<file path="src/rtl/frame_flip_rotate_assert.svh">
// Assertion macros shared by the frame_flip_rotate RTL.
// Depends on nothing; users supply clk and rst_n in scope.
`ifndef FRAME_FLIP_ROTATE_ASSERT_SVH
`define FRAME_FLIP_ROTATE_ASSERT_SVH

// Property checked on every clock edge outside reset.
`define FFR_ASSERT(lbl, prop, msg) \
    lbl: assert property (@(posedge clk) disable iff (!rst_n) prop) else $error(msg);

// Condition that must never be seen on a clock edge outside reset.
`define FFR_NEVER(lbl, cond, msg) \
    lbl: assert property (@(posedge clk) disable iff (!rst_n) !(cond)) else $error(msg);

`endif

</file>
<file path="src/rtl/ffr_pkg.sv">
// Package for frame_flip_rotate: payload structs, mode codes, register indexes.
// No dependencies.
package ffr_pkg;

    // Input pixel request
    typedef struct packed {
        logic [7:0] in_red;
        logic [7:0] in_green;
        logic [7:0] in_blue;
    } in_t;

    // Output pixel request
    typedef struct packed {
        logic [7:0] out_red;
        logic [7:0] out_green;
        logic [7:0] out_blue;
        logic       out_valid;
        logic       out_last;
    } out_t;

    // Per-request flags that travel alongside the memory access
    typedef struct packed {
        logic valid;
        logic last;
    } flags_t;

    // Transform modes
    typedef enum logic [1:0] {
        MODE_FLIP_H = 2'd0,
        MODE_FLIP_V = 2'd1,
        MODE_ROT_CW = 2'd2,
        MODE_PASS   = 2'd3
    } mode_t;

    // Configuration port
    localparam int CFG_IDX_W  = 2;
    localparam int CFG_DATA_W = 7;
    localparam logic [CFG_IDX_W-1:0] CFG_FRAME_WIDTH    = 2'd0;
    localparam logic [CFG_IDX_W-1:0] CFG_FRAME_HEIGHT   = 2'd1;
    localparam logic [CFG_IDX_W-1:0] CFG_TRANSFORM_MODE = 2'd2;
    localparam logic [CFG_DATA_W-1:0] FRAME_WIDTH_RST   = 7'd64;
    localparam logic [CFG_DATA_W-1:0] FRAME_HEIGHT_RST  = 7'd64;

    // Result queue
    localparam int QDEPTH = 4;
    localparam int QPTR_W = $clog2(QDEPTH);
    localparam int QCNT_W = $clog2(QDEPTH + 1);

endpackage

</file>
<file path="src/rtl/ffr_queue.sv">
// Result queue of frame_flip_rotate: small FIFO between store and result port.
// Depends on ffr_pkg and frame_flip_rotate_assert.svh.
`include "frame_flip_rotate_assert.svh"

module ffr_queue (
    input  logic          clk,
    input  logic          rst_n,
    input  logic          q_push,
    input  ffr_pkg::out_t q_data,
    input  logic          pop,
    output logic          empty,
    output ffr_pkg::out_t result
);

    ffr_pkg::out_t                q_mem [ffr_pkg::QDEPTH];
    logic [ffr_pkg::QPTR_W-1:0]   wr_ptr_reg, rd_ptr_reg;
    logic [ffr_pkg::QCNT_W-1:0]   cnt_reg, cnt_next;
    logic                         do_pop;

    assign empty  = (cnt_reg == '0);
    assign do_pop = pop && !empty;
    assign result = q_mem[rd_ptr_reg];

    // Occupancy
    always_comb
    begin
        cnt_next = cnt_reg;
        if (q_push && !do_pop)
            cnt_next = cnt_reg + ffr_pkg::QCNT_W'(1);
        else if (!q_push && do_pop)
            cnt_next = cnt_reg - ffr_pkg::QCNT_W'(1);
    end

    // Pointers
    always_ff @(posedge clk or negedge rst_n)
    begin
        if (!rst_n)
        begin
            wr_ptr_reg <= '0;
            rd_ptr_reg <= '0;
            cnt_reg    <= '0;
        end
        else
        begin
            if (q_push)
                wr_ptr_reg <= wr_ptr_reg + ffr_pkg::QPTR_W'(1);
            if (do_pop)
                rd_ptr_reg <= rd_ptr_reg + ffr_pkg::QPTR_W'(1);
            cnt_reg <= cnt_next;
        end
    end

    // Storage
    always_ff @(posedge clk)
    begin
        if (q_push)
            q_mem[wr_ptr_reg] <= q_data;
    end

    // Checks
    `FFR_NEVER(a_no_overflow, q_push && !do_pop && (cnt_reg == ffr_pkg::QCNT_W'(ffr_pkg::QDEPTH)), "result queue overflow")
    `FFR_ASSERT(a_push_visible, q_push |=> !empty, "pushed request not visible")
    `FFR_ASSERT(a_ptr_track, (cnt_reg == '0) |-> (wr_ptr_reg == rd_ptr_reg), "pointers disagree with count")

endmodule

</file>
<file path="config.mk">
export PLATFORM = sky130hd
export DESIGN_NAME = ffr_queue
export DESIGN_NICKNAME = d
export VERILOG_FILES = /design/src/rtl/ffr_pkg.sv /design/src/rtl/ffr_queue.sv
export VERILOG_INCLUDE_DIRS = /design/src /design/src/rtl
export SDC_FILE = /design/constraint.sdc
export NUM_CORES = 1
export LEC_CHECK = 0
export ABC_AREA = 1
export BUFFER_PORTS_ARGS = -buffer_cell sky130_fd_sc_hd__buf_2
export CAP_MARGIN = 20
export CELL_PAD_IN_SITES_DETAIL_PLACEMENT = 1
export CELL_PAD_IN_SITES_GLOBAL_PLACEMENT = 1
export CORE_ASPECT_RATIO = 0.7
export CORE_MARGIN = 10
export CORE_UTILIZATION = 45
export DETAILED_ROUTE_END_ITERATION = 12
export GPL_TIMING_DRIVEN = 0
export PLACE_DENSITY = 0.77
export REMOVE_ABC_BUFFERS = 1
export SLEW_MARGIN = 20
export SYNTH_ARGS = -nofsm -noshare
export SYNTH_HDL_FRONTEND = slang
export SYNTH_SLANG_ARGS = --single-unit
</file>
<file path="constraint.sdc">
create_clock -name clk -period 5.1 [get_ports clk]
set_clock_uncertainty 0.15 [all_clocks]
set_input_delay 0.765 -clock clk [delete_from_list [all_inputs] [get_ports clk]]
set_output_delay 0.765 -clock clk [all_outputs]
set_load 0.02 [all_outputs]
</file>
==> impl_metrics.json, run 1 <==
{
  "totalPowerFinal_mw": 3.19,
  "worstPathCellList": "inv_6, buf_16, nand2_1, o211ai_2, nand2_1, buf_2",
  "hp-class": "input pin to async pin",
  "area_growth_pct": 11.9,
  "core.rowCount": 31,
  "ys_seq_elements": 111,
  "detailed_place_hpwl_mm": 5.92,
  "pin_count_of_the_biggest_net_entering_global_routing": 58,
  "drv.max_cap_violation_count": 0,
  "hold_viol_final": 0,
  "setup_tns_ns": 0,
  "grt_setup_unrepaired": "no",
  "first_pass_grt_wire_length_mm": 15.1,
  "peakVddDrop_mv": 0.264,
  "per_instance_average_area_after_synthesis_um2": 13.6,
  "critPathBufInv": 3,
  "antenna_found_initial": 1,
  "timing.critical_path.from_type": "flip-flop",
  "cts-root-to-sink-buffers": 2,
  "filler_cell_count": 1086,
  "cp_arrival_ns": 2.00,
  "die_height_um": 107,
  "postCtsResizedCells": 0,
  "cp-end-kind": "primary output",
  "max_slew.worst_pin.slew_ns": 0.682,
  "slew_viol_final": 0,
  "switching_power_mw": 1.25,
  "cts.clk_slew.worst_paths_ns": 0.07,
  "clock_latency_on_the_worst_skew_pair_ns": 0.34,
  "groute.usage.overall": 0.127,
  "final_min_period_over_clock_period": 0.572,
  "h-tree-depth": 3,
  "critical_path.max_stage_delay_ns": 0.45,
  "gp_congestion": 0.714,
  "holdBufCountCts": 0,
  "initial_core_util": 0.465,
  "async_reset_ff_frac": 0.0631,
  "synth_flop_cell": "sky130_fd_sc_hd__edfxtp_1",
  "dr_total_vias": 2682,
  "largest_register_ffs": 104,
  "cpMostUsedCell": "sky130_fd_sc_hd__nand2_1",
  "boundaryPins": 57,
  "post_drt_wl_per_cell_um": 17.1,
  "synth.distinct_cells": 22,
  "count_of_final_setup_violators": 0,
  "achievable-frequency_mhz": 343,
  "power_density_mw_per_mm2": 585,
  "power.internal_mw": 1.93,
  "clock-sinks": 111,
  "drc": 0,
  "drive_above_1_share": 0.301,
  "port-buffer-count": 56,
  "p_sw_frac": 0.393,
  "power.combinational.fraction": 0.396,
  "layout.cells.most_common_list": "104 x sky130_fd_sc_hd__edfxtp_1, 98 x sky130_fd_sc_hd__nand2_1, 60 x sky130_fd_sc_hd__inv_1",
  "detail_route.vias_per_cell": 4.90,
  "crit_slowest_cell": "sky130_fd_sc_hd__dfrtp_1",
  "clk_root_buffer_cell": "sky130_fd_sc_hd__clkbuf_16",
  "crit_family": "buffers and inverters",
  "share_seq_of_total_power": 0.409,
  "design.final.nets": 446,
  "antenna_cells": 0,
  "die_width_um": 144,
  "fin_ws_ns": 2.18,
  "max_slew_margin": 0.545,
  "outcome": "completed",
  "post_cts_buffers": 0,
  "cts_tree": "built",
  "fin_crit_ns": 2.92,
  "fp.coreArea_mm2": 0.0105,
  "ant_nets": 0,
  "synth-seq-area-share": 0.677,
  "clkPwrFrac": 0.195,
  "required_ns": 4.18,
  "mostFrequentLayoutCell": "sky130_fd_sc_hd__edfxtp_1",
  "p_leak_nw": 2.30,
  "grt_remaining_overflow": 0,
  "critical_path_class": "flip-flop to primary output",
  "cts_inserted_buffers": 9,
  "die-area_mm2": 0.0154,
  "drt-total-wl_mm": 9.38,
  "syn-instance-count": 358,
  "cp_max_fo": 57,
  "vias_in_the_first_global_route": 2848,
  "drt_iter0_markers": 135,
  "mappedNetlistArea_mm2": 0.00487,
  "drt_pass1_iterations": 4,
  "place_worst_setup_slack_ns": 2.57,
  "number_of_flops_mapped_to_enable_cells_by_yosys": 104,
  "synth_warnings": 0
}
[layout make-up]
type,instances,area (um2),area share
Tap cell,132,165,0.0303
Inverter,66,258,0.0473
Sequential cell,111,3300,0.606
Clock inverter,6,27.5,0.00505
Timing Repair Buffer,58,335,0.0616
Clock buffer,10,229,0.0420
Multi-Input combinational cell,164,1130,0.208
[cells in the mapped netlist, types with 2 or more instances]
library cell,n,area share
sky130_fd_sc_hd__buf_4,3,0.0046
sky130_fd_sc_hd__buf_6,2,0.0046
sky130_fd_sc_hd__dfrtp_1,7,0.036
sky130_fd_sc_hd__ha_1,5,0.013
sky130_fd_sc_hd__edfxtp_1,104,0.64
sky130_fd_sc_hd__inv_1,64,0.049
sky130_fd_sc_hd__o211ai_1,3,0.0046
sky130_fd_sc_hd__nand3_1,3,0.0031
sky130_fd_sc_hd__buf_2,5,0.0051
sky130_fd_sc_hd__nand2_1,98,0.076
sky130_fd_sc_hd__buf_12,4,0.016
sky130_fd_sc_hd__buf_8,2,0.0062
sky130_fd_sc_hd__o211ai_2,49,0.13
[power groups by stage]
stage | Clock, mW | Sequential [mW] | Combinational [mW]
CTS | 0.645 | 1.30 | 1.30
global route | 0.676 | 1.32 | 1.40
detailed placement | 0 | 1.32 | 1.29
floorplan | 0 | 1.31 | 0.852
global placement | 0 | 1.34 | 1.19
finish | 0.621 | 1.30 | 1.26
[worst reg2reg max path: cells and delay by family (launching register included)]
kind | cells | cell delay, ns
AND/OR/NAND/NOR | 7 | 0.67
buffers and inverters | 1 | 0.06
adder cells (fa/ha/maj) | 2 | 0.56
flip-flops | 1 | 0.42
[final timing paths]
check,endpoint,slack (ns),depth (start not counted),startpoint
max,result[14],2.18,6,rd_ptr_reg[0]$_DFFE_PN0P_
max in group asynchronous,rd_ptr_reg[1]$_DFFE_PN0P_,4.52,1,rst_n
min,wr_ptr_reg[0]$_DFFE_PN0P_,0.1,1,rst_n
max reg2reg,cnt_reg[2]$_DFFE_PN0P_,3.15,10,cnt_reg[0]$_DFFE_PN0P_
min reg2reg,cnt_reg[2]$_DFFE_PN0P_,0.33,2,cnt_reg[2]$_DFFE_PN0P_
min in group clk,cnt_reg[2]$_DFFE_PN0P_,0.33,2,cnt_reg[2]$_DFFE_PN0P_
[per-stage QoR]
stage                     utilization  hold slack, ns  area [um2]  std cells
final                           0.520          0.0996        5450        547
after global routing            0.520          0.0980        5450        547
after detailed placement        0.496           0.317        5190        531
after CTS                       0.520          0.0869        5450        547
after global placement          0.490           0.309        5130        529
after floorplan                     -           0.292        4680        341
[routing by layer]
metal	part of all wire	routed length, um	vias to the layer above	track usage
met5	0.00075	7	-	0
met4	0.0083	78	2	0.0360
met3	0.072	674	11	0.0529
met2	0.49	4590	58	0.203
met1	0.43	4030	1292	0.156
li1	-	-	1319	-
[logic make-up (layout without fill, tap and decap cells)]
| group | count (synthesis) | after routing | share of synthesized area |
|---|---|---|---|
| AO/OA/AOI/OAI | 53 | 53 | 0.132 |
| XOR/XNOR | 2 | 2 | 0.00360 |
| adder cells (fa/ha/maj) | 6 | 6 | 0.0170 |
| buffers and inverters | 83 | 140 | 0.0897 |
| flip-flops | 111 | 111 | 0.677 |
| AND/OR/NAND/NOR | 103 | 103 | 0.0807 |
No activity file was read; power rests on OpenSTA's default activity.
==> run 2, diff against run 1 <==
Settings changed: CORE_UTILIZATION 45 to 43.
Clock period 5.1 ns to 2.6 ns, I/O delays scaled along.
==> impl_metrics.json, run 2 (synthesized netlist as in run 1, its figures left out) <==
{
  "grt_remaining_overflow": 0,
  "dr_total_vias": 2693,
  "drt_pass1_iterations": 4,
  "max_slew_margin": 0.532,
  "hold_viol_final": 0,
  "setup_tns_ns": 0,
  "post_drt_wl_per_cell_um": 17.1,
  "port-buffer-count": 56,
  "h-tree-depth": 3,
  "design.final.nets": 447,
  "slew_viol_final": 0,
  "drt-total-wl_mm": 9.73,
  "max_slew.worst_pin.slew_ns": 0.701,
  "share_seq_of_total_power": 0.402,
  "die-area_mm2": 0.0160,
  "cp_max_fo": 60,
  "hp-class": "input pin to flip-flop",
  "drive_above_1_share": 0.310,
  "achievable-frequency_mhz": 408,
  "pin_count_of_the_biggest_net_entering_global_routing": 61,
  "antenna_found_initial": 1,
  "fin_util": 0.497,
  "area_growth_pct": 12.7,
  "clock-sinks": 111,
  "cts.clk_slew.worst_paths_ns": 0.07,
  "fin_ws_ns": 0.150,
  "required_ns": 2.06,
  "first_pass_grt_wire_length_mm": 15.8,
  "detail_route.vias_per_cell": 4.73,
  "groute.usage.overall": 0.128,
  "drc": 0,
  "fin_crit_ns": 2.45,
  "core.rowCount": 32,
  "place_worst_setup_slack_ns": 0.442,
  "drv.max_cap_violation_count": 0,
  "finish.cell_count_without_fillers": 569,
  "cts-root-to-sink-buffers": 2,
  "outcome": "completed",
  "p_leak_nw": 2.30,
  "cts_tree": "built",
  "power_density_mw_per_mm2": 1150,
  "clock_latency_on_the_worst_skew_pair_ns": 0.35,
  "peakVddDrop_mv": 0.474,
  "clkPwrFrac": 0.200,
  "timing.critical_path.from_type": "flip-flop",
  "switching_power_mw": 2.51,
  "filler_cell_count": 1176,
  "clk_root_buffer_cell": "sky130_fd_sc_hd__clkbuf_16",
  "placed_cells_incl_taps": 552,
  "p_sw_frac": 0.399,
  "detailed_place_hpwl_mm": 6.25,
  "gp_congestion": 0.662,
  "fp.coreArea_mm2": 0.0111,
  "cp_arrival_ns": 1.91,
  "die_width_um": 147,
  "mostFrequentLayoutCell": "sky130_fd_sc_hd__edfxtp_1",
  "boundaryPins": 57,
  "critical_path_class": "flip-flop to primary output",
  "drt_iter0_markers": 125,
  "initial_core_util": 0.441,
  "totalPowerFinal_mw": 6.31,
  "final_min_period_over_clock_period": 0.942,
  "ant_nets": 0,
  "layout.cells.most_common_list": "104 x sky130_fd_sc_hd__edfxtp_1, 98 x sky130_fd_sc_hd__nand2_1, 60 x sky130_fd_sc_hd__inv_1",
  "vias_in_the_first_global_route": 3004,
  "die_height_um": 109,
  "grt_setup_unrepaired": "no",
  "power.internal_mw": 3.79,
  "cp-end-kind": "primary output",
  "count_of_final_setup_violators": 0,
  "power.combinational.fraction": 0.398,
  "cts_inserted_buffers": 9,
  "largest_register_ffs": 104,
  "antenna_cells": 0
}
run 2: path summary, 6_finish.rpt:
path                       depth (start not counted)                 startpoint                         to  slack [ns]
min in group asynchronous                          2                      rst_n  rd_ptr_reg[1]$_DFFE_PN0P_        0.24
min                                                1                 q_data[16]     q_mem[2][16]$_DFFE_PP_        0.10
max in group asynchronous                          2                      rst_n  rd_ptr_reg[1]$_DFFE_PN0P_        1.88
max                                                6  rd_ptr_reg[0]$_DFFE_PN0P_                 result[15]        0.15
max reg2reg                                       10     cnt_reg[0]$_DFFE_PN0P_     cnt_reg[2]$_DFFE_PN0P_        0.62
min reg2reg                                        2     cnt_reg[2]$_DFFE_PN0P_     cnt_reg[2]$_DFFE_PN0P_        0.35
run 2: area by class of cell:
class                           instances  area [um2]  share of cell area
Tap cell                              153         191              0.0349
Multi-Input combinational cell        164        1130               0.207
Inverter                               66         260              0.0474
Clock buffer                           10         229              0.0417
Clock inverter                          6        37.5             0.00684
Sequential cell                       111        3300               0.601
Timing Repair Buffer                   59         338              0.0615
run 2: metrics by stage:
step	hold WS, ns	cell area, um2
after floorplan	-0.0556	4680
after global placement	0.0803	5160
after detailed placement	0.0898	5210
after CTS	0.0842	5490
after global routing	0.0915	5490
final	0.104	5490
run 2: worst max-delay path, cell delays in order (launching register included):
cell and delay, ns:
sky130_fd_sc_hd__dfrtp_1 0.46, sky130_fd_sc_hd__inv_8 0.29, sky130_fd_sc_hd__buf_16 0.31, sky130_fd_sc_hd__nand2_1 0.11, sky130_fd_sc_hd__o211ai_1 0.09, sky130_fd_sc_hd__nand2_1 0.09
sky130_fd_sc_hd__buf_2 0.16
run 2: what timing repair did:
item                                   in CTS  in global routing
hold buffers                                1                  0
buffers inserted                            0                  0
endpoints found under the hold margin       7                  0
gates resized for setup                     0                  3
setup endpoints to repair                   0                  6
run 2: per-layer routing:
metal / GRT usage / vias to the layer above / share of wire
met1: 0.143 / 1312 / 0.43
li1: - / 1320 / -
met3: 0.0488 / 14 / 0.055
met4: 0.0423 / 2 / 0.013
met2: 0.222 / 45 / 0.50
met5: 0 / - / 0.00072
run 2: power by group through the flow:
| stage | clock [mW] | sequential (mW) | combinational (mW) |
|---|---|---|---|
| after global routing | 1.38 | 2.56 | 2.82 |
| after CTS | 1.30 | 2.54 | 2.59 |
| final | 1.26 | 2.53 | 2.51 |
| after floorplan | 0 | 2.57 | 1.67 |
| after detailed placement | 0 | 2.58 | 2.58 |
| after global placement | 0 | 2.63 | 2.34 |
