===== src/rtl/frame_flip_rotate_assert.svh =====
// Assertion macros shared by the frame_flip_rotate RTL.
// Depends on nothing; users supply clk and rst_n in scope.
`ifndef FRAME_FLIP_ROTATE_ASSERT_SVH
`define FRAME_FLIP_ROTATE_ASSERT_SVH

// Property checked on every clock edge outside reset.
`define FFR_ASSERT(lbl, prop, msg) \
    lbl: assert property (@(posedge clk) disable iff (!rst_n) prop) else $error(msg);

// Condition that must never be seen on a clock edge outside reset.
`define FFR_NEVER(lbl, cond, msg) \
    lbl: assert property (@(posedge clk) disable iff (!rst_n) !(cond)) else $error(msg);

`endif


===== src/rtl/ffr_pkg.sv =====
// Package for frame_flip_rotate: payload structs, mode codes, register indexes.
// No dependencies.
package ffr_pkg;

    // Input pixel request
    typedef struct packed {
        logic [7:0] in_red;
        logic [7:0] in_green;
        logic [7:0] in_blue;
    } in_t;

    // Output pixel request
    typedef struct packed {
        logic [7:0] out_red;
        logic [7:0] out_green;
        logic [7:0] out_blue;
        logic       out_valid;
        logic       out_last;
    } out_t;

    // Per-request flags that travel alongside the memory access
    typedef struct packed {
        logic valid;
        logic last;
    } flags_t;

    // Transform modes
    typedef enum logic [1:0] {
        MODE_FLIP_H = 2'd0,
        MODE_FLIP_V = 2'd1,
        MODE_ROT_CW = 2'd2,
        MODE_PASS   = 2'd3
    } mode_t;

    // Configuration port
    localparam int CFG_IDX_W  = 2;
    localparam int CFG_DATA_W = 7;
    localparam logic [CFG_IDX_W-1:0] CFG_FRAME_WIDTH    = 2'd0;
    localparam logic [CFG_IDX_W-1:0] CFG_FRAME_HEIGHT   = 2'd1;
    localparam logic [CFG_IDX_W-1:0] CFG_TRANSFORM_MODE = 2'd2;
    localparam logic [CFG_DATA_W-1:0] FRAME_WIDTH_RST   = 7'd64;
    localparam logic [CFG_DATA_W-1:0] FRAME_HEIGHT_RST  = 7'd64;

    // Result queue
    localparam int QDEPTH = 4;
    localparam int QPTR_W = $clog2(QDEPTH);
    localparam int QCNT_W = $clog2(QDEPTH + 1);

endpackage


===== src/rtl/ffr_front.sv =====
// Front end of frame_flip_rotate: config registers, raster counters, address generation.
// Depends on ffr_pkg and frame_flip_rotate_assert.svh.
`include "frame_flip_rotate_assert.svh"

module ffr_front #(
    parameter int MAX_WIDTH  = 64,
    parameter int MAX_HEIGHT = 64
) (
    input  logic                             clk,
    input  logic                             rst_n,
    input  logic                             push,
    output logic                             full,
    input  ffr_pkg::in_t                     pixel,
    input  logic                             pop_done,
    input  logic                             cfg_we,
    input  logic [ffr_pkg::CFG_IDX_W-1:0]    cfg_index,
    input  logic [ffr_pkg::CFG_DATA_W-1:0]   cfg_data,
    output logic                             req_valid,
    output logic [$clog2(2*MAX_WIDTH*MAX_HEIGHT)-1:0] rd_addr,
    output logic [$clog2(2*MAX_WIDTH*MAX_HEIGHT)-1:0] wr_addr,
    output ffr_pkg::in_t                     wr_data,
    output ffr_pkg::flags_t                  req_flags
);

    localparam int MAX_DIM = (MAX_WIDTH > MAX_HEIGHT) ? MAX_WIDTH : MAX_HEIGHT;
    localparam int SZ_W    = $clog2(MAX_DIM + 1);
    localparam int BANK    = MAX_WIDTH * MAX_HEIGHT;
    localparam int AW      = $clog2(2 * BANK);
    localparam logic [AW-1:0] ROW_STRIDE = AW'(MAX_WIDTH);
    localparam logic [AW-1:0] BANK_BASE  = AW'(BANK);

    // Configuration registers
    logic [ffr_pkg::CFG_DATA_W-1:0] frame_width_reg, frame_height_reg;
    ffr_pkg::mode_t                 mode_reg;

    // Raster and frame state
    logic [SZ_W-1:0] wr_col_reg, wr_col_next, wr_row_reg, wr_row_next;
    logic [SZ_W-1:0] rd_col_reg, rd_col_next, rd_row_reg, rd_row_next;
    logic            bank_reg, bank_next;
    logic            ready_reg, ready_next;
    logic [ffr_pkg::QCNT_W-1:0] credit_reg, credit_next;

    // Request register toward the store
    logic                 req_valid_reg;
    logic [AW-1:0]        rd_addr_reg, rd_addr_next;
    logic [AW-1:0]        wr_addr_reg, wr_addr_next;
    ffr_pkg::in_t         wr_data_reg;
    ffr_pkg::flags_t      flags_reg, flags_next;

    logic            accept;
    logic [SZ_W-1:0] w_c, h_c, ow, oh, rc, rr, sr, sc;
    logic            wr_col_end, wr_row_end, rd_col_end, rd_row_end;

    assign accept = push && !full;
    assign full   = (credit_reg == ffr_pkg::QCNT_W'(ffr_pkg::QDEPTH));

    // Clamp the configured size into 1..MAX
    always_comb
    begin
        if (frame_width_reg == '0)
            w_c = SZ_W'(1);
        else if (32'(frame_width_reg) > 32'(MAX_WIDTH))
            w_c = SZ_W'(MAX_WIDTH);
        else
            w_c = SZ_W'(frame_width_reg);

        if (frame_height_reg == '0)
            h_c = SZ_W'(1);
        else if (32'(frame_height_reg) > 32'(MAX_HEIGHT))
            h_c = SZ_W'(MAX_HEIGHT);
        else
            h_c = SZ_W'(frame_height_reg);
    end

    // Output frame geometry and clamped read coordinates
    assign ow = (mode_reg == ffr_pkg::MODE_ROT_CW) ? h_c : w_c;
    assign oh = (mode_reg == ffr_pkg::MODE_ROT_CW) ? w_c : h_c;
    assign rc = (rd_col_reg < ow) ? rd_col_reg : ow - SZ_W'(1);
    assign rr = (rd_row_reg < oh) ? rd_row_reg : oh - SZ_W'(1);

    // Map output position to source position
    always_comb
    begin
        case (mode_reg)
            ffr_pkg::MODE_FLIP_H:
            begin
                sr = rr;
                sc = w_c - SZ_W'(1) - rc;
            end
            ffr_pkg::MODE_FLIP_V:
            begin
                sr = h_c - SZ_W'(1) - rr;
                sc = rc;
            end
            ffr_pkg::MODE_ROT_CW:
            begin
                sr = h_c - SZ_W'(1) - rc;
                sc = rr;
            end
            default:
            begin
                sr = rr;
                sc = rc;
            end
        endcase
    end

    // Wrap detection for both raster counters
    assign wr_col_end = ((SZ_W+1)'(wr_col_reg) + (SZ_W+1)'(1)) >= (SZ_W+1)'(w_c);
    assign wr_row_end = ((SZ_W+1)'(wr_row_reg) + (SZ_W+1)'(1)) >= (SZ_W+1)'(h_c);
    assign rd_col_end = ((SZ_W+1)'(rd_col_reg) + (SZ_W+1)'(1)) >= (SZ_W+1)'(ow);
    assign rd_row_end = ((SZ_W+1)'(rd_row_reg) + (SZ_W+1)'(1)) >= (SZ_W+1)'(oh);

    // Addresses: read from the idle bank, write into the active one
    always_comb
    begin
        rd_addr_next = AW'(sr) * ROW_STRIDE + AW'(sc) + (bank_reg ? '0 : BANK_BASE);
        wr_addr_next = AW'(wr_row_reg) * ROW_STRIDE + AW'(wr_col_reg)
                     + (bank_reg ? BANK_BASE : '0);
        flags_next.valid = ready_reg;
        flags_next.last  = ready_reg && rd_col_end && rd_row_end;
    end

    // Counter and bank update per accepted request
    always_comb
    begin
        wr_col_next = wr_col_reg;
        wr_row_next = wr_row_reg;
        rd_col_next = rd_col_reg;
        rd_row_next = rd_row_reg;
        bank_next   = bank_reg;
        ready_next  = ready_reg;
        if (accept)
        begin
            if (wr_col_end && wr_row_end)
            begin
                wr_col_next = '0;
                wr_row_next = '0;
                bank_next   = !bank_reg;
                ready_next  = 1'b1;
                rd_col_next = '0;
                rd_row_next = '0;
            end
            else
            begin
                if (wr_col_end)
                begin
                    wr_col_next = '0;
                    wr_row_next = wr_row_reg + SZ_W'(1);
                end
                else
                begin
                    wr_col_next = wr_col_reg + SZ_W'(1);
                end
                if (rd_col_end)
                begin
                    rd_col_next = '0;
                    rd_row_next = rd_row_end ? '0 : rd_row_reg + SZ_W'(1);
                end
                else
                begin
                    rd_col_next = rd_col_reg + SZ_W'(1);
                end
            end
        end
    end

    // Credits: requests accepted but not yet popped
    always_comb
    begin
        credit_next = credit_reg;
        if (accept && !pop_done)
            credit_next = credit_reg + ffr_pkg::QCNT_W'(1);
        else if (!accept && pop_done)
            credit_next = credit_reg - ffr_pkg::QCNT_W'(1);
    end

    // Control state
    always_ff @(posedge clk or negedge rst_n)
    begin
        if (!rst_n)
        begin
            frame_width_reg  <= ffr_pkg::FRAME_WIDTH_RST;
            frame_height_reg <= ffr_pkg::FRAME_HEIGHT_RST;
            mode_reg         <= ffr_pkg::MODE_FLIP_H;
            wr_col_reg       <= '0;
            wr_row_reg       <= '0;
            rd_col_reg       <= '0;
            rd_row_reg       <= '0;
            bank_reg         <= 1'b0;
            ready_reg        <= 1'b0;
            credit_reg       <= '0;
            req_valid_reg    <= 1'b0;
        end
        else
        begin
            if (cfg_we)
            begin
                case (cfg_index)
                    ffr_pkg::CFG_FRAME_WIDTH:    frame_width_reg  <= cfg_data;
                    ffr_pkg::CFG_FRAME_HEIGHT:   frame_height_reg <= cfg_data;
                    ffr_pkg::CFG_TRANSFORM_MODE: mode_reg <= ffr_pkg::mode_t'(cfg_data[1:0]);
                    default: ;
                endcase
            end
            wr_col_reg    <= wr_col_next;
            wr_row_reg    <= wr_row_next;
            rd_col_reg    <= rd_col_next;
            rd_row_reg    <= rd_row_next;
            bank_reg      <= bank_next;
            ready_reg     <= ready_next;
            credit_reg    <= credit_next;
            req_valid_reg <= accept;
        end
    end

    // Request payload
    always_ff @(posedge clk)
    begin
        if (accept)
        begin
            rd_addr_reg <= rd_addr_next;
            wr_addr_reg <= wr_addr_next;
            wr_data_reg <= pixel;
            flags_reg   <= flags_next;
        end
    end

    assign req_valid = req_valid_reg;
    assign rd_addr   = rd_addr_reg;
    assign wr_addr   = wr_addr_reg;
    assign wr_data   = wr_data_reg;
    assign req_flags = flags_reg;

    // Checks
    `FFR_ASSERT(a_credit_bound, (credit_reg <= ffr_pkg::QCNT_W'(ffr_pkg::QDEPTH)), "credit overrun")
    `FFR_ASSERT(a_ready_sticky, ready_reg |=> ready_reg, "frame ready dropped")
    `FFR_ASSERT(a_bank_swap, (accept && wr_col_end && wr_row_end) |=> (bank_reg != $past(bank_reg)), "bank did not swap at frame end")

endmodule


===== config.mk =====
export PLATFORM = sky130hd
export DESIGN_NAME = ffr_front
export DESIGN_NICKNAME = d
export VERILOG_FILES = /design/src/rtl/ffr_pkg.sv /design/src/rtl/ffr_front.sv
export VERILOG_INCLUDE_DIRS = /design/src /design/src/rtl
export SDC_FILE = /design/constraint.sdc
export NUM_CORES = 1
export LEC_CHECK = 0
export BUFFER_PORTS_ARGS = -buffer_cell sky130_fd_sc_hd__clkbuf_2
export CAP_MARGIN = 20
export CORE_ASPECT_RATIO = 1.2
export CORE_MARGIN = 2
export CORE_UTILIZATION = 44
export CTS_CLUSTER_SIZE = 12
export DETAILED_ROUTE_END_ITERATION = 16
export SYNTH_ARGS = -nofsm -noshare
export SYNTH_HDL_FRONTEND = slang
export SYNTH_SLANG_ARGS = --single-unit

===== constraint.sdc =====
create_clock -name clk -period 7.84 [get_ports clk]
set_clock_uncertainty 0.2 [all_clocks]
set_input_delay 0.392 -clock clk [delete_from_list [all_inputs] [get_ports clk]]
set_output_delay 0.392 -clock clk [all_outputs]
set_load 0.1 [all_outputs]

==> impl_results.rst <==
.. list-table::
   :header-rows: 1

   * - Metric
     - Value
   * - Post-synthesis async set-or-reset flop share
     - 49.02%
   * - Unrepaired setup endpoints after global routing
     - no
   * - Status
     - completed
   * - Top routing layer in use
     - met4
   * - Library cell with the largest summed area after synthesis
     - edfxtp_1
   * - Total CTS buffers
     - 9
   * - Proportion of synthesized chip area in sequential cells
     - ~43%
   * - Sum of met3 wire segment lengths after detailed routing
     - 738 µm
   * - Floorplan die width
     - 115.3 µm
   * - Placed Cells incl. Taps
     - 919
   * - Main area contributors after synthesis
     - edfxtp_1 24%, dfrtp_1 18%, ha_1 9.2%
   * - Gate count of the mapped netlist
     - 647
   * - Internal power component
     - approximately 1600 µW
   * - Req. time, crit path
     - 7.75 ns
   * - Setup Slack @ Placement
     - between 1.5 and 2 ns
   * - Data arrival time at the worst-slack endpoint
     - ~6.1 ns
   * - Avg Inst Size Synth
     - 10.10 µm²
   * - Initial antenna violation count
     - 0
   * - Endpoints failing setup
     - 0
   * - Met2 wire len
     - 7.720 mm
   * - Fill cell instance count of the final layout
     - 1323
   * - Top cells by instance count after synthesis
     - 67 x nand2_1, 52 x edfxtp_1, 48 x dfrtp_1, 48 x ha_1, 41 x xnor2_1
   * - Proportion of netlist area held by the largest area contributor
     - 23.89%
   * - Cell with the most instances after synthesis
     - nand2_1
   * - TritonCTS clock tree
     - built
   * - Remaining max-slew budget at the tightest pin
     - 41.21%
   * - Sum Neg Setup Slack
     - 0 ns
   * - Final Routed Wirelength
     - roughly 16 mm
   * - Total of max-cap violations
     - 0
   * - Comb pwr share
     - 61.2%
   * - Net Count, Synth
     - approximately 740
   * - Antenna cell count
     - 0
   * - Slew Limit Fails
     - 0
   * - Startpoint of the most critical register-to-register path
     - mode_reg[0]
   * - CTS sink cnt
     - around 100
   * - Share of the core filled with cells
     - 51.83%
   * - Worst min-delay path startpoint
     - pixel[9]
   * - Count of standard-cell rows
     - between 40 and 50
   * - Kind of end point of the critical path
     - register
   * - Sequential share of power
     - 26.3%
   * - Drt first pass iters
     - 5
   * - Hold Path Stages
     - 1
   * - Largest register FFs
     - 24
   * - Clock edge transition at the registers on the reported setup and hold paths
     - 0.07 ns
   * - Layout-stage area growth over the synthesis result
     - 14.76%
   * - Effective utilization at floorplan
     - 45.17%
   * - R2R depth
     - 26
   * - Total global-route track usage
     - 20.21%
   * - # port buffers
     - 91
   * - Fraction of power spent switching nets
     - a little over half
   * - Final ANT Viol Nets
     - 0
   * - Endpoint with the worst hold slack
     - wr_data[9]
   * - Clock root buffer
     - clkbuf_16
   * - Count of placed standard cells in the final layout, fillers left out
     - 940
   * - Clock buffer depth
     - 2
   * - Vias in the first global route
     - 4868
   * - Top-Level Pins
     - 92
   * - Minimum setup slack among reg-to-reg paths
     - 1.65 ns
   * - H-tree depth
     - 3
   * - Area of the mapped netlist
     - 6538 µm²
   * - Worst Max-Slew Pin Slew
     - between 0.8 and 0.9 ns
   * - Synthesized flop and latch total
     - 102
   * - Crit path launch type
     - register
   * - Detailed placer's ending HPWL
     - about 12 mm
   * - Area of the placeable core
     - 14470 µm²
   * - Placer's final routability congestion estimate
     - 0.9211
   * - Minimum clock period after layout
     - 6.190 ns
   * - Vias per std cell
     - 5.478
   * - Worst setup path start
     - mode_reg[0]
   * - Static Leakage
     - approximately 0.0032 µW
   * - Total Power
     - 3407 µW
   * - Clock group share of total power
     - 12.5%
   * - Global-route wire length before repair
     - 24.65 mm
   * - Hold Crit Class
     - input port to register
   * - Number of distinct library cells after synthesis
     - 69
   * - Part of the cycle the worst path needs
     - 78.96%
   * - Switching power
     - 1774 µW
   * - PwrDens
     - about 450 nW/µm²
   * - Primary flip-flop cell chosen by synthesis mapping
     - edfxtp_1
   * - Average wire per standard cell
     - 16.65 µm
   * - Vias after detailed routing
     - 5149
   * - CP Class
     - register to register
   * - Maximum fanout encountered on the critical timing path
     - 23
   * - FMAX
     - 161.5 MHz
   * - Maximum number of pins on one net before global-route repair
     - 74
   * - Yosys warns
     - 0
   * - Post-CTS Setup Inserts
     - 0
   * - Wl on met1
     - 6.719 mm
   * - Ratio of cells with drive above 1 in the final layout
     - 21.35%
   * - Worst-skew pair later-pin latency
     - 0.36 ns
   * - Final hold violation count
     - 0
   * - Post-route DRC violation count
     - 0
   * - Die Footprint
     - 15850 µm²
   * - Number of nets at the end of the flow
     - 824
   * - Worst vdd ir
     - around 0.00014 V
   * - EDFF count, synth
     - between 50 and 60
   * - R2r endpoint
     - rd_addr[12]
   * - Number of violations reported at the end of detailed-routing iteration 0
     - 380
   * - Setup WS post-layout
     - 1.650 ns
   * - Gr ovfl total
     - 0
   * - Vert. Die Dim
     - 137.5 µm
[critical path, stage by stage, from the launching register on]
cell and delay (ns):
dfrtp_1 0.38, inv_1 0.08, ha_1 0.60, buf_4 0.38
nor3_1 0.12, nor2_1 0.22, inv_1 0.10, ha_1 0.18
inv_1 0.06, o221ai_1 0.11, a21oi_1 0.16, o21ai_0 0.11
a21oi_1 0.65, a21oi_1 0.29, mux2i_1 0.22, ha_1 0.17
inv_1 0.07, fa_1 0.39, a21o_1 0.17, a21oi_1 0.21
o21bai_1 0.10, a21oi_1 0.27, o21ai_0 0.11, o21ai_0 0.11
o211ai_1 0.15, xor2_1 0.18, xnor2_1 0.14
[power groups by stage]
stage	sequential (µW)	clock (µW)	combinational [µW]
2_1_floorplan	1430	0	1130
4_1_cts	896	440	2090
5_1_grt	919	456	2270
3_5_place_dp	907	0	2080
3_3_place_gp	901	0	2070
6_report	894	427	2090
[worst max path at each step]
stage	to	slack, ns	cells past startpoint
detailed placement	rd_addr[12]	1.72	26
floorplan	credit_reg[1]	2.23	8
finish	rd_addr[12]	1.65	26
global placement	rd_addr[12]	1.81	26
CTS	rd_addr[12]	1.70	26
global route	rd_addr[12]	1.13	26
[routing by layer]
layer	GRT usage [%]	up-vias
met5	0	-
met4	8.969	0
met3	2.596	26
met2	34.87	164
met1	25.32	2463
li1	-	2496
[what timing repair did]
item	4_1_cts	5_1_grt
resized for setup	0	0
endpoints found under the hold margin	51	0
hold buffers	4	0
setup endpoints to repair	0	0
[stage by stage]
step / area [µm²] / hold WS (ns)
floorplan: 6538 / -0.1036
global placement: 7173 / 0.2477
detailed placement: 7173 / 0.2594
CTS: 7495 / 0.00001729
global route: 7502 / 0.001295
finish: 7502 / 0.006799
[final cells by class]
type | instances | area, µm² | area share (%)
repair buffers | 101 | 540.5 | 7.205
clock inverters | 7 | 56.30 | 0.7505
multi-input cells | 487 | 3487 | 46.48
clock buffers | 9 | 225.2 | 3.002
well taps | 200 | 250.2 | 3.336
inverters | 34 | 127.6 | 1.701
flip-flops and latches | 102 | 2815 | 37.52
[logic make-up after synthesis]
kind of cell	Yosys count	share of synthesized area [%]
xor+xnor	59	7.904
simple gates	196	14.55
flops	102	43.06
mux	38	6.603
buf+inv	58	3.598
compound gates	140	13.70
fa+ha+maj	54	10.58
[layout by cell type (no fill, tap or decap), drive strengths merged, types with 4 or more instances in the layout]
cell           n
nand2         67
a21o           8
and2           4
xnor2         41
and3           4
a21oi         31
clkbuf       101
nand2b        14
dfrtp         48
o21ai         52
nor2          35
inv           36
mux2i         12
a31oi          5
nor2b          8
nor3          14
nand4         10
nand3         23
nand3b         6
dlygate4sd3    4
buf            5
mux2          26
ha            48
edfxtp        52
xor2          18
Power figures use the tool's default switching activity.
